## config.mk

```make
export PLATFORM = sky130hd
export DESIGN_NAME = zbpp_front
export DESIGN_NICKNAME = d
export VERILOG_FILES = /design/src/hdl/zbuffer_point_projector_macros.svh /design/src/hdl/zbpp_pkg.sv /design/src/hdl/zbpp_front.sv
export SDC_FILE = /design/constraint.sdc
export NUM_CORES = 1
export LEC_CHECK = 0
export BUFFER_PORTS_ARGS = -buffer_cell sky130_fd_sc_hd__buf_4
export CAP_MARGIN = 20
export CORE_MARGIN = 5
export CORE_UTILIZATION = 45
export CTS_CLUSTER_DIAMETER = 30
export DETAILED_ROUTE_END_ITERATION = 10
export GPL_ROUTABILITY_DRIVEN = 1
export HOLD_SLACK_MARGIN = 0.15
export PLACE_DENSITY = 0.77
export SLEW_MARGIN = 20
export SYNTH_ARGS = -nofsm -noshare
export SYNTH_HDL_FRONTEND = slang
export SYNTH_SLANG_ARGS = --single-unit
```

## constraint.sdc

```tcl
create_clock -name clock -period 4.9 [get_ports clock]
set_input_delay 0.49 -clock clock [delete_from_list [all_inputs] [get_ports clock]]
set_output_delay 0.49 -clock clock [all_outputs]
set_load 0.02 [all_outputs]
```

## src/hdl/zbuffer_point_projector_macros.svh

```systemverilog
// Assertion macros shared by the projector RTL.
`ifndef ZBUFFER_POINT_PROJECTOR_MACROS_SVH
`define ZBUFFER_POINT_PROJECTOR_MACROS_SVH

// Check that a condition implies another in the same cycle.
`define ZBPP_ASSERT_IMP(lbl, a, b) \
   lbl: assert property (@(posedge clock) disable iff (reset) (a) |-> (b)) \
      else $error("zbpp: same-cycle check failed");

// Check that a condition implies another in the next cycle.
`define ZBPP_ASSERT_NXT(lbl, a, b) \
   lbl: assert property (@(posedge clock) disable iff (reset) (a) |=> (b)) \
      else $error("zbpp: next-cycle check failed");

`endif

```

## src/hdl/zbpp_pkg.sv

```systemverilog
// Types and constants shared by the z-buffered point projector.
package zbpp_pkg;

   // Screen geometry and projection scale
   localparam int SCREEN_WIDTH     = 160;
   localparam int SCREEN_HEIGHT    = 44;
   localparam int PROJECTION_SCALE = 40;
   localparam int CELLS            = SCREEN_WIDTH * SCREEN_HEIGHT;
   localparam int COL_BASE         = SCREEN_WIDTH / 2;
   localparam int ROW_BASE         = SCREEN_HEIGHT / 2;
   localparam int COL_SCALE        = 2 * PROJECTION_SCALE;

   // Field and datapath widths
   localparam int IDX_W   = 13;
   localparam int CH_W    = 8;
   localparam int DEPTH_W = 24;
   localparam int WORD_W  = DEPTH_W + CH_W;
   localparam int FRAC_W  = 14;
   localparam int M_W     = 20;   // rotation matrix entry, Q.14
   localparam int C_W     = 32;   // rotated coordinate, Q.14
   localparam int N_W     = 42;   // projection numerator and quotient
   localparam int REQ_W   = 56;
   localparam int RSP_W   = 24;
   localparam int CSR_W   = 16;

   localparam logic [CH_W-1:0]    RESET_CHAR = 8'd46;
   localparam logic [DEPTH_W-1:0] DEPTH_MAX  = '1;

   // Opcodes
   localparam logic OP_PLOT = 1'b0;
   localparam logic OP_READ = 1'b1;

   // Register indexes
   typedef enum logic [2:0] {
      CSR_SIN_A = 3'd0,
      CSR_COS_A = 3'd1,
      CSR_SIN_B = 3'd2,
      CSR_COS_B = 3'd3,
      CSR_SIN_C = 3'd4,
      CSR_COS_C = 3'd5,
      CSR_CAM   = 3'd6,
      CSR_BG    = 3'd7
   } csr_index_type;

   typedef struct packed {
      logic signed [15:0] sin_a;
      logic signed [15:0] cos_a;
      logic signed [15:0] sin_b;
      logic signed [15:0] cos_b;
      logic signed [15:0] sin_c;
      logic signed [15:0] cos_c;
      logic [9:0]         cam;
      logic [CH_W-1:0]    bg;
   } cfg_type;

   // One classified request as it waits in the queue
   typedef struct packed {
      logic               opcode;
      logic signed [7:0]  px;
      logic signed [7:0]  py;
      logic signed [7:0]  pz;
      logic signed [7:0]  off;
      logic [CH_W-1:0]    ch;
      logic [IDX_W-1:0]   ridx;
      logic               ridx_ok;
   } item_type;

   // Result beat, read_char in the lowest bits
   typedef struct packed {
      logic             dropped;
      logic             updated;
      logic             on_screen;
      logic [IDX_W-1:0] pixel_index;
      logic [CH_W-1:0]  read_char;
   } result_type;

endpackage

```

## src/hdl/zbpp_front.sv

```systemverilog
// Front end: accepts request beats, classifies them and queues them.
module zbpp_front (
   input  logic                         clock,
   input  logic                         reset,
   input  logic                         clearing,
   input  logic                         req_tvalid,
   output logic                         req_tready,
   // x[7:0], y[15:8], z[23:16], offset[31:24], char[39:32], read_index[52:40]
   input  logic [zbpp_pkg::REQ_W-1:0]   req_tdata,
   // opcode[0]
   input  logic [0:0]                   req_tuser,
   output logic                         q_valid,
   output zbpp_pkg::item_type           q_item,
   input  logic                         q_pop
);

   localparam int QD = 2;
   localparam int PW = $clog2(QD);

   zbpp_pkg::item_type q_mem_ff [QD];
   zbpp_pkg::item_type beat_item;
   logic [PW-1:0]      wr_ptr_ff, rd_ptr_ff;
   logic [PW:0]        count_ff;
   logic               push, pop;

   // Unpack and classify the incoming beat
   always_comb begin
      beat_item.opcode  = req_tuser[0];
      beat_item.px      = req_tdata[7:0];
      beat_item.py      = req_tdata[15:8];
      beat_item.pz      = req_tdata[23:16];
      beat_item.off     = req_tdata[31:24];
      beat_item.ch      = req_tdata[39:32];
      beat_item.ridx    = req_tdata[52:40];
      beat_item.ridx_ok = (req_tdata[52:40] < zbpp_pkg::IDX_W'(zbpp_pkg::CELLS));
   end

   assign req_tready = !clearing && (count_ff != (PW+1)'(QD));
   assign push       = req_tvalid && req_tready;
   assign q_valid    = (count_ff != '0);
   assign pop        = q_pop && q_valid;
   assign q_item     = q_mem_ff[rd_ptr_ff];

   // Queue pointers and fill count
   always_ff @(posedge clock) begin
      if (reset) begin
         wr_ptr_ff <= '0;
         rd_ptr_ff <= '0;
         count_ff  <= '0;
      end else begin
         if (push) begin
            wr_ptr_ff <= wr_ptr_ff + 1'b1;
         end
         if (pop) begin
            rd_ptr_ff <= rd_ptr_ff + 1'b1;
         end
         count_ff <= count_ff + (PW+1)'(push) - (PW+1)'(pop);
      end
   end

   // Queue storage
   always_ff @(posedge clock) begin
      if (push) begin
         q_mem_ff[wr_ptr_ff] <= beat_item;
      end
   end

endmodule

```

# [Word level (Yosys, flattened, before mapping)]
# Memories as Yosys holds them, arrays and structs flattened. A register that Yosys moved wholly into a read port is not among the register bits.
# Cells that the tools add are included.
[classes] eq_ne=1 mux=4 n_addsub=4 magnitude_cmp=1 reduce_logical=5
[ops] operator="less-than comparator 13 bit, second input constant" count=1
[ops] operator="2-to-1 mux 1 bit" count=4
[ops] operator="logical AND 1 bit" count=3
[ops] operator="adder 1 bit, second input constant" count=2
[ops] operator="adder 2 x 1 -> 2 bit" count=1
[ops] operator="inequality test 2 bit, second input constant" count=1
[ops] operator="nonzero test 2 bit" count=1
[ops] operator="subtractor 2 x 1 -> 2 bit" count=1
[ops] operator="zero test 1 bit" count=1
[totals] elab_cells=19 memories=1 ramBits=110 ff_bits=4 out_inout_bits=57
[mem_list] name="q_mem_ff" depth=2 width=55 read_ports=1 rd_clocked_by_memory_dff=1 wr=1 line="zbpp_front.sv:20" text="zbpp_pkg::item_type q_mem_ff [QD];"

# [Depth between registers and ports, before layout]
# Gate-level depths: netlist (run 1).
[depth] depth_word=5 mapped_depth=9 ltp_nobuf=9

# [Worst setup path after synthesis (run 1)]
# Ideal clock, no wire load.
[synth_path] kind="input to register" start="in clearing" end="mem q_mem_ff[1][0] (netlist bit) (enable)" stages=2 arrival_ps=2278 path_slack_ps=2203 required_ps=4481 cell_sequence="nor2_1 > and3_1"
[synth_via] elab_chain_cells=5
[synth_lines] element="start, declared" line="zbpp_front.sv:5" text="input logic clearing,"
[synth_lines] element="zero test 1 bit" line="zbpp_front.sv:38" text="assign req_tready = !clearing && (count_ff != (PW+1)'(QD));"
[synth_lines] element="logical AND 1 bit" line="zbpp_front.sv:38"
[synth_lines] element="logical AND 1 bit" line="zbpp_front.sv:39" text="assign push = req_tvalid && req_tready;"
[synth_lines] element="2-to-1 mux 1 bit" line="zbpp_front.sv:63" text="if (push) begin"
[synth_lines] element="2-to-1 mux 1 bit (not written as such)" line="zbpp_front.sv:64" text="q_mem_ff[wr_ptr_ff] <= beat_item;"
[synth_lines] element="end, declared" line="zbpp_front.sv:20"
# No other way between the ends.

==> flow_summary.json, run 1 <==
{
  "dr_wl_met3_um": 512,
  "ys_ff_latch": 115,
  "syn_nets": 264,
  "yosysWarnings": 0,
  "num_vias": 2431,
  "wl_per_cell_um": 17.1,
  "placed_cells": 423,
  "synth_area_leaders": "edfxtp_1, mux2_2, mux2_1",
  "diodes": 0,
  "synth_ff_type": "edfxtp_1",
  "worstPathMaxFanout": 32,
  "layout-drive-gt1-share_pct": 49.7,
  "tns_ns": 0,
  "slew_viol_final": 0,
  "grt_overflow": 0,
  "clkSinkCount": 115,
  "finalCritPeriodShare_pct": 56.4,
  "peakVddDrop_v": 0.000324,
  "synth_seq_area_share_pct": 80.2,
  "ant_nets": 0,
  "dp_hpwl_mm": 5.24,
  "worstPathCellList": "buf_4, mux2_2, buf_4",
  "synth_top_area_cell": "edfxtp_1",
  "pwr-share-clk_pct": 36.6,
  "wl_met2_mm": 4.56,
  "synth_edf_count": 110,
  "grt_pass1_wl_mm": 13.7,
  "cp_common_cell": "buf_4",
  "critical_path_class": "flip-flop to primary output",
  "max_slew_margin_pct": 60.4,
  "setup.worst_path.end_class": "primary output",
  "cts_root_buf": "clkbuf_8",
  "top_layer_used": "met4",
  "crit_slowest_cell": "dfxtp_2",
  "powerDensity_mw_per_mm2": 506,
  "hold_violations": 0,
  "clk_pin_slew_ns": 0.05,
  "worst_ep_required_time_ns": 4.41,
  "io-pin-count": 119,
  "grtUsageTotal_pct": 15.8,
  "outcome": "complete, no violations",
  "fin_hold_ws_ns": 0.185,
  "seq_power_share_pct": 38.7,
  "cts_buffers": 17,
  "first_global_vias": 2756,
  "dr.pass1.iters": 4,
  "async_flop_share_pct": 0,
  "fin_nets": 444,
  "antenna_found_initial": 0,
  "p_leak_nw": 2.39,
  "drv_cap": 0,
  "period_minus_slack_ns": 2.77,
  "max_stage_delay_ns": 0.70,
  "tightestPinTransition_ns": 0.594,
  "setup_viol_count_final": 0,
  "vias_per_cell": 4.83,
  "final_util_pct": 68.1,
  "synthCells": 200,
  "place_congestion": 0.737,
  "grt_max_degree": 38,
  "combPwrFrac_pct": 24.6,
  "placed_area_mm2": 0.00521,
  "cts_tree": "yes",
  "num_rows": 35,
  "fmax_ghz": 0.362,
  "start_util_pct": 46.1,
  "met1_length_mm": 3.42,
  "fp.dieH_um": 107,
  "htreeDepth": 4,
  "cts_setup_buffers": 0,
  "pre_cts_ws_ns": 2.52,
  "hold_class": "primary input to flip-flop",
  "die_width_um": 107,
  "grt_setup_unrepaired": "false",
  "avgSynthCellArea_um2": 21.2,
  "p_int_mw": 2.32,
  "power.total_mw": 3.17,
  "synth.cell_area_mm2": 0.00424,
  "synth_top_area_share_pct": 77.8,
  "stdcell_count": 503,
  "skew_ns": 0.00874,
  "dieArea_mm2": 0.0115,
  "crit_family": "flip-flops",
  "drt_iter0_drc": 95,
  "setup_ws_ns": 2.13,
  "cp.arrival_ns": 2.28,
  "critical_path.startpoint_type": "flip-flop",
  "wirelength_mm": 8.59,
  "synthDistinctLibCells": 25,
  "drc": 0,
  "syn2layout_area_growth_pct": 47.5,
  "final_area_mm2": 0.00626,
  "p_sw_uw": 846,
  "clk_path_buf_depth": 2,
  "core_area_mm2": 0.00920,
  "insertion_delay_ns": 0.50,
  "crit_buf_inv": 2,
  "swShare_pct": 26.7,
  "portBuffers": 115
}
state kept, by name, summed over array words and instances, names as in the netlist, named ones only:
name,flops
q_mem_ff,110
count_ff,2
wr_ptr_ff,1
rd_ptr_ff,1
power by group through the flow:
stage	combinational [mW]	sequential (mW)	clock, mW
floorplan	0.505	1.21	0
global placement	0.742	1.24	0
detailed placement	0.752	1.25	0
CTS	0.790	1.23	1.19
global route	0.830	1.24	1.23
finish	0.781	1.23	1.16
placed cells by master (no fill, tap or decap), drive strengths merged, types with 3 or more instances in the layout:
master       count
buf            118
edfxtp         110
mux2            55
dlygate4sd3     49
clkbuf          19
clkinv           8
dfxtp            5
nor2             4
bufinv           3
inv              3
cells by family (layout without fill, tap and decap cells):
family	count (synthesis)	count (layout)	synth area share, %
fa+ha+maj	2	2	0.590
compound gates	4	4	0.619
xor+xnor	2	2	0.413
flops	115	115	80.2
buf+inv	8	200	1.68
simple gates	14	14	1.92
mux	55	55	14.6
worst paths after layout:
check / startpoint / to / slack, ns / depth (start not counted)
worst max-delay path: flip-flop / q_item[29] / 2.13 / 3
worst min-delay path: req_tdata[51] / q_mem_ff[0][12] / 0.18 / 1
worst max register to register: count_ff[1] / q_mem_ff[0][4] / 2.77 / 4
worst min register to register: wr_ptr_ff / wr_ptr_ff / 0.51 / 2
synthesized netlist by cell type, types with 2 or more instances:
library cell  count
ha_1              2
dfxtp_1           5
mux2_2           44
inv_1             2
nor2_1            4
mux2_1           11
edfxtp_1        110
buf_6             5
what timing repair did:
action | CTS | global route
resized for setup | 0 | 0
hold buffers | 49 | 0
hold endpoints to repair | 96 | 0
metal layers:
layer | up-vias | GRT usage (%)
met1 | 1190 | 18.0
li1 | 1146 | -
met2 | 83 | 27.4
met3 | 12 | 4.94
met5 | - | 0
met4 | 0 | 6.67
layout make-up:
| type | instances | area [µm²] |
|---|---|---|
| sequential | 115 | 3400 |
| inverter | 2 | 7.51 |
| clock buffer | 19 | 422 |
| fill | 598 | 2940 |
| multi-input combinational | 77 | 771 |
| timing repair buffer | 167 | 1380 |
| clock inverter | 12 | 139 |
| tap | 111 | 139 |
Note: power is estimated with default switching activity, not from simulation.
==> run 2, diff against run 1 <==
Clock period 4.9 ns to 2.6 ns, I/O delays scaled along.
==> run 2 against run 1 <==
Effect of this change: via count up 0.86%; combinational power grew 96%; first-iteration DRC count up 1.1%; core utilization grew 0.42 points; highest routed layer unchanged.
==> flow_summary.json, run 2 (synthesized netlist as in run 1, its figures left out) <==
{
  "holdBufCountCts": 55,
  "clkSinkCount": 115,
  "outcome": "complete, no violations",
  "powerDensity_mw_per_mm2": 907,
  "crit_buf_inv": 2,
  "syn2layout_area_growth_pct": 48.4,
  "place_congestion": 0.703,
  "cts_root_buf": "clkbuf_8",
  "tns_ns": 0,
  "setup_viol_count_final": 0,
  "top_usage_layer": "met2",
  "multiInputGateArea_um2": 771,
  "layout-drive-gt1-share_pct": 49.5,
  "ant_nets": 0,
  "finalCritPeriodShare_pct": 81.6,
  "grt_overflow": 0,
  "drc": 0,
  "max_slew_margin_pct": 60.3,
  "clk_path_buf_depth": 2,
  "grt_pass1_wl_mm": 13.3,
  "max_stage_delay_ns": 0.50,
  "die_width_um": 107,
  "final_cell_mix": "buf_4, edfxtp_1, dlygate4sd3_1",
  "dp_hpwl_mm": 5.11,
  "hold_violations": 0,
  "grt_use_met3_pct": 5.42,
  "num_vias": 2452,
  "post_cts_resized": 0,
  "largest_register_ffs": 110,
  "fill_cells": 611,
  "setup_ws_ns": 0.479,
  "crit_slowest_cell": "dfxtp_2",
  "pre_cts_ws_ns": 0.736,
  "critical_path.startpoint_type": "flip-flop",
  "vias_per_cell": 4.80,
  "tightestPinTransition_ns": 0.595,
  "setup.worst_path.end_class": "primary output",
  "fin_nets": 451,
  "fp.dieH_um": 107,
  "first_global_vias": 2801,
  "cts_tree": "yes",
  "dieArea_mm2": 0.0115,
  "io-pin-count": 119,
  "top_regs": "q_mem_ff (110), count_ff (2)",
  "peakVddDrop_v": 0.000539,
  "antenna_found_initial": 0,
  "p_leak_nw": 2.38,
  "worstRegToRegCells": 4,
  "crit_family": "flip-flops",
  "diodes": 0,
  "critical_path_class": "flip-flop to primary output",
  "insertion_delay_ns": 0.49,
  "worst_ep_required_time_ns": 2.34,
  "cts_buffers": 17,
  "core_area_mm2": 0.00920,
  "skew_ns": 0.00790,
  "grtUsageTotal_pct": 15.4,
  "portBuffers": 115,
  "htreeDepth": 4,
  "grt_setup_unrepaired": "false",
  "dr.pass1.iters": 4,
  "worstPathMaxFanout": 46,
  "fmax_ghz": 0.472,
  "period_minus_slack_ns": 2.12,
  "drt_iter0_drc": 96,
  "path_depth": 3,
  "cp.arrival_ns": 1.86,
  "fin_hold_ws_ns": 0.219,
  "num_rows": 35,
  "layout_commonest_cell": "buf_4",
  "start_util_pct": 46.1,
  "drv_cap": 0,
  "cts_setup_buffers": 0,
  "hold_class": "primary input to flip-flop",
  "clk_pin_slew_ns": 0.05,
  "largest-register": "q_mem_ff",
  "regArea_mm2": 0.00340,
  "met1_usage_pct": 17.0,
  "wirelength_mm": 8.50,
  "slew_viol_final": 0,
  "grt_max_degree": 47,
  "wl_per_cell_um": 16.6,
  "grt.met2_usage_pct": 27.1,
  "whs_path_depth": 4,
  "worstPathCellList": "buf_12, mux2_2, buf_4"
}
==> run 2: cell count changes in the layout (fill, tap and decap cells not counted), sizes merged <==
| cell | previous run | this run |
|---|---|---|
| buf | 118 | 119 |
| inv | 3 | 2 |
| bufinv | 3 | 0 |
| clkbuf | 19 | 21 |
| clkinv | 8 | 7 |
| dlygate4sd3 | 49 | 55 |
| clkinvlp | 0 | 4 |
==> run 2: through the flow <==
stage | cell area, µm² | total power, mW | cells | utilization [%]
after floorplan | 4250 | 3.23 | 200 | -
after global placement | 5250 | 3.77 | 424 | 57.1
after detailed placement | 5250 | 3.80 | 424 | 57.1
after CTS | 6300 | 5.78 | 511 | 68.5
after global routing | 6300 | 5.97 | 511 | 68.5
final | 6300 | 5.71 | 511 | 68.5
==> run 2: cell type report <==
cell class,count,share of cell area (%)
Clock buffer,21,6.82
Clock inverter,11,1.03
Inverter,2,0.119
Multi-Input combinational cell,77,12.2
Sequential cell,115,54.1
Tap cell,111,2.21
Timing Repair Buffer,174,23.5
==> run 2: final timing paths <==
check                    from        endpoint  slack, ns
setup / recovery    flip-flop      q_item[42]       0.48
hold / removal          q_pop       rd_ptr_ff       0.22
setup reg to reg  count_ff[0]  q_mem_ff[1][3]       0.73
hold reg to reg     rd_ptr_ff       rd_ptr_ff       0.53
==> run 2: tightest hold or removal path, stage by stage <==
cell,delay (ns)
buf_4,0.08
o21a_1,0.16
xnor2_1,0.10
nor2_1,0.08
==> run 2: layer usage <==
metal | up-vias | routed length (µm) | part of all wire, %
met5 | - | 0 | 0
met4 | 0 | 104 | 1.2
met3 | 14 | 511 | 6.0
met2 | 86 | 4650 | 55
met1 | 1189 | 3230 | 38
li1 | 1163 | - | -
==> run 2: power by group <==
| group | internal [mW] | switching, mW | leakage [nW] |
|---|---|---|---|
| registers | 2.21 | 0.0750 | 1.05 |
| clock network | 1.15 | 0.749 | 0.237 |
| logic | 0.760 | 0.772 | 1.10 |
==> run 3, diff against run 2 <==
Settings changed: ABC_AREA from default to 1, PLACE_DENSITY 0.77 to 0.8.
Clock period 2.6 ns to 1.8 ns, I/O delays scaled along.
==> run 3 against run 2 <==
Effect of this change: first-iteration DRC count is 18% higher; total power rose by 61%; largest cell class unchanged; core utilization rose by 3.1 points; synthesized cell count grew 7.0%; highest routed layer unchanged; critical path depth did not move; final area is 11% higher; worst hold slack improved by 0.19 ns.
==> flow_summary.json, run 3 <==
{
  "cts_tree": "yes",
  "dr.pass1.iters": 6,
  "fin_nets": 472,
  "worstReg2RegEnd": "count_ff[1]",
  "cts_root_buf": "clkbuf_8",
  "fp.dieH_um": 110,
  "synth_area_leaders": "edfxtp_1, mux2_4, buf_12",
  "wirelength_mm": 9.40,
  "portBuffers": 115,
  "grt_pass1_wl_mm": 13.8,
  "grtUsageTotal_pct": 15.5,
  "io-pin-count": 119,
  "htreeDepth": 4,
  "worst_ep_required_time_ns": 1.62,
  "clkSinkCount": 115,
  "rrSetupSlack_ns": 0.26,
  "setup.worst_path.end_class": "primary output",
  "setup_viol_count_final": 0,
  "layout_commonest_cell": "edfxtp_1",
  "synthDistinctLibCells": 16,
  "synthCells": 214,
  "avgSynthCellArea_um2": 21.0,
  "num_rows": 36,
  "synth_ff_type": "edfxtp_1",
  "core_area_mm2": 0.00977,
  "synth.cell_area_mm2": 0.00450,
  "finalCritPeriodShare_pct": 99.0,
  "period_minus_slack_ns": 1.78,
  "synth_top_area_cell": "edfxtp_1",
  "worstPathMaxFanout": 23,
  "synth_seq_area_share_pct": 75.6,
  "antenna_found_initial": 0,
  "fmax_ghz": 0.561,
  "tightestPinTransition_ns": 0.333,
  "max_slew_margin_pct": 77.8,
  "hp-start": "req_tdata[22]",
  "worstPathCellList": "buf_12, mux2_4, buf_6",
  "synth_edf_count": 110,
  "worstRegToRegCells": 10,
  "insertion_delay_ns": 0.49,
  "crit_buf_inv": 2,
  "hold_end": "q_mem_ff[0][36]",
  "critical_path_class": "flip-flop to primary output",
  "hold_violations": 0,
  "drt_iter0_drc": 113,
  "ys_ff_latch": 115,
  "max_stage_delay_ns": 0.40,
  "largest_register_ffs": 110,
  "final_util_pct": 71.6,
  "grt_overflow": 0,
  "stdcell_count": 554,
  "drc": 0,
  "start_util_pct": 46.0,
  "yosysMostFrequentCell": "edfxtp_1",
  "first_global_vias": 2863,
  "cts_buffers": 17,
  "p_leak_nw": 2.77,
  "crit_family": "flip-flops",
  "drv_cap": 0,
  "grt_setup_unrepaired": "true",
  "hold_class": "primary input to flip-flop",
  "whs_path_depth": 2,
  "largest-register": "q_mem_ff",
  "diodes": 0,
  "ant_nets": 0,
  "wl_per_cell_um": 17.0,
  "critical_path.startpoint_type": "flip-flop",
  "timing.rr.start": "count_ff[0]",
  "placed_cells": 462,
  "place_congestion": 0.734,
  "clk_pin_slew_ns": 0.06,
  "dp_hpwl_mm": 5.18,
  "dieArea_mm2": 0.0121,
  "vias_per_cell": 4.59,
  "grt_max_degree": 33,
  "yosysWarnings": 0,
  "layout-drive-gt1-share_pct": 49.9,
  "cp.arrival_ns": 1.60,
  "peakVddDrop_v": 0.000682,
  "syn_nets": 278,
  "crit_slowest_cell": "dfxtp_4",
  "syn2layout_area_growth_pct": 55.5,
  "die_width_um": 110,
  "top_regs": "q_mem_ff (110), count_ff (2)",
  "skew_ns": 0.00791,
  "outcome": "complete, no violations",
  "num_vias": 2544,
  "clk_path_buf_depth": 2,
  "synthTopCellsByCount": "edfxtp_1, mux2_4, inv_1",
  "slew_viol_final": 0,
  "async_flop_share_pct": 0,
  "powerDensity_mw_per_mm2": 1310,
  "final_cell_mix": "edfxtp_1, buf_4, dlygate4sd3_1",
  "synth_top_area_share_pct": 73.4
}
-- run 3: changes by cell type after synthesis, sizes merged, moves of 2 or more --
cell,previous run,this run
nand2,1,9
nand3,1,3
nor2b,2,0
nor2,4,7
inv,2,11
-- run 3: per-layer routing --
layer / global-route usage (%) / wire (µm) / vias up
met5: 0 / 0 / -
met4: 5.52 / 40 / 0
met3: 5.18 / 546 / 4
li1: - / - / 1212
met1: 16.3 / 3500 / 1241
met2: 28.6 / 5310 / 87
-- run 3: worst max-delay path by stage --
stage / from / endpoint / slack (ns) / cells after the start
6_report: flip-flop / q_item[47] / 0.02 / 3
5_1_grt: flip-flop / q_item[5] / -0.06 / 3
4_1_cts: flip-flop / q_item[48] / -0.07 / 3
3_5_place_dp: count_ff[0] / count_ff[1] / 0.27 / 10
3_3_place_gp: count_ff[0] / count_ff[1] / 0.34 / 10
2_1_floorplan: count_ff[0] / q_mem_ff[0][0] / 0.00002 / 4
-- run 3: what timing repair did --
item	4_1_cts	5_1_grt
cloned	0	1
hold endpoints to repair	115	0
gates resized for setup	30	31
hold buffers	59	0
endpoints found under the setup margin	33	55
setup buffers	0	0
-- run 3: final cells by class --
| type | instances | area [µm²] |
|---|---|---|
| Tap cell | 133 | 166 |
| Clock buffer | 20 | 425 |
| Multi-Input combinational cell | 82 | 978 |
| Timing Repair Buffer | 181 | 1790 |
| Clock inverter | 12 | 186 |
| Fill cell | 600 | 2780 |
| Inverter | 11 | 45.0 |
| Sequential cell | 115 | 3410 |
-- run 3: power breakdown --
| group | internal [mW] | switching, mW |
|---|---|---|
| clock | 2.36 | 1.08 |
| sequential | 3.18 | 0.0900 |
| combinational | 1.35 | 1.12 |
-- run 3: metrics by stage --
stage               area [µm²]  setup slack [ns]  power, mW  setup TNS, ns  hold WS [ns]
finish                    7000            0.0188       9.18              0         0.409
global route              7000           -0.0584       9.54          -1.67         0.380
CTS                       6860           -0.0662       9.08         -0.433         0.351
detailed placement        5540             0.270       5.37              0         0.342
global placement          5540             0.340       5.33              0         0.341
floorplan                 4520         0.0000171       4.72              0         0.244
-- run 3: cells by family (layout without fill, tap and decap cells) --
group | Yosys count | in the layout | synth area share [%]
adder cells (fa/ha/maj) | 2 | 2 | 0.556
buffers and inverters | 17 | 224 | 3.39
AO/OA/AOI/OAI | 4 | 4 | 0.556
AND/OR/NAND/NOR | 21 | 21 | 1.95
flip-flops | 115 | 115 | 75.6
multiplexers | 55 | 55 | 17.9
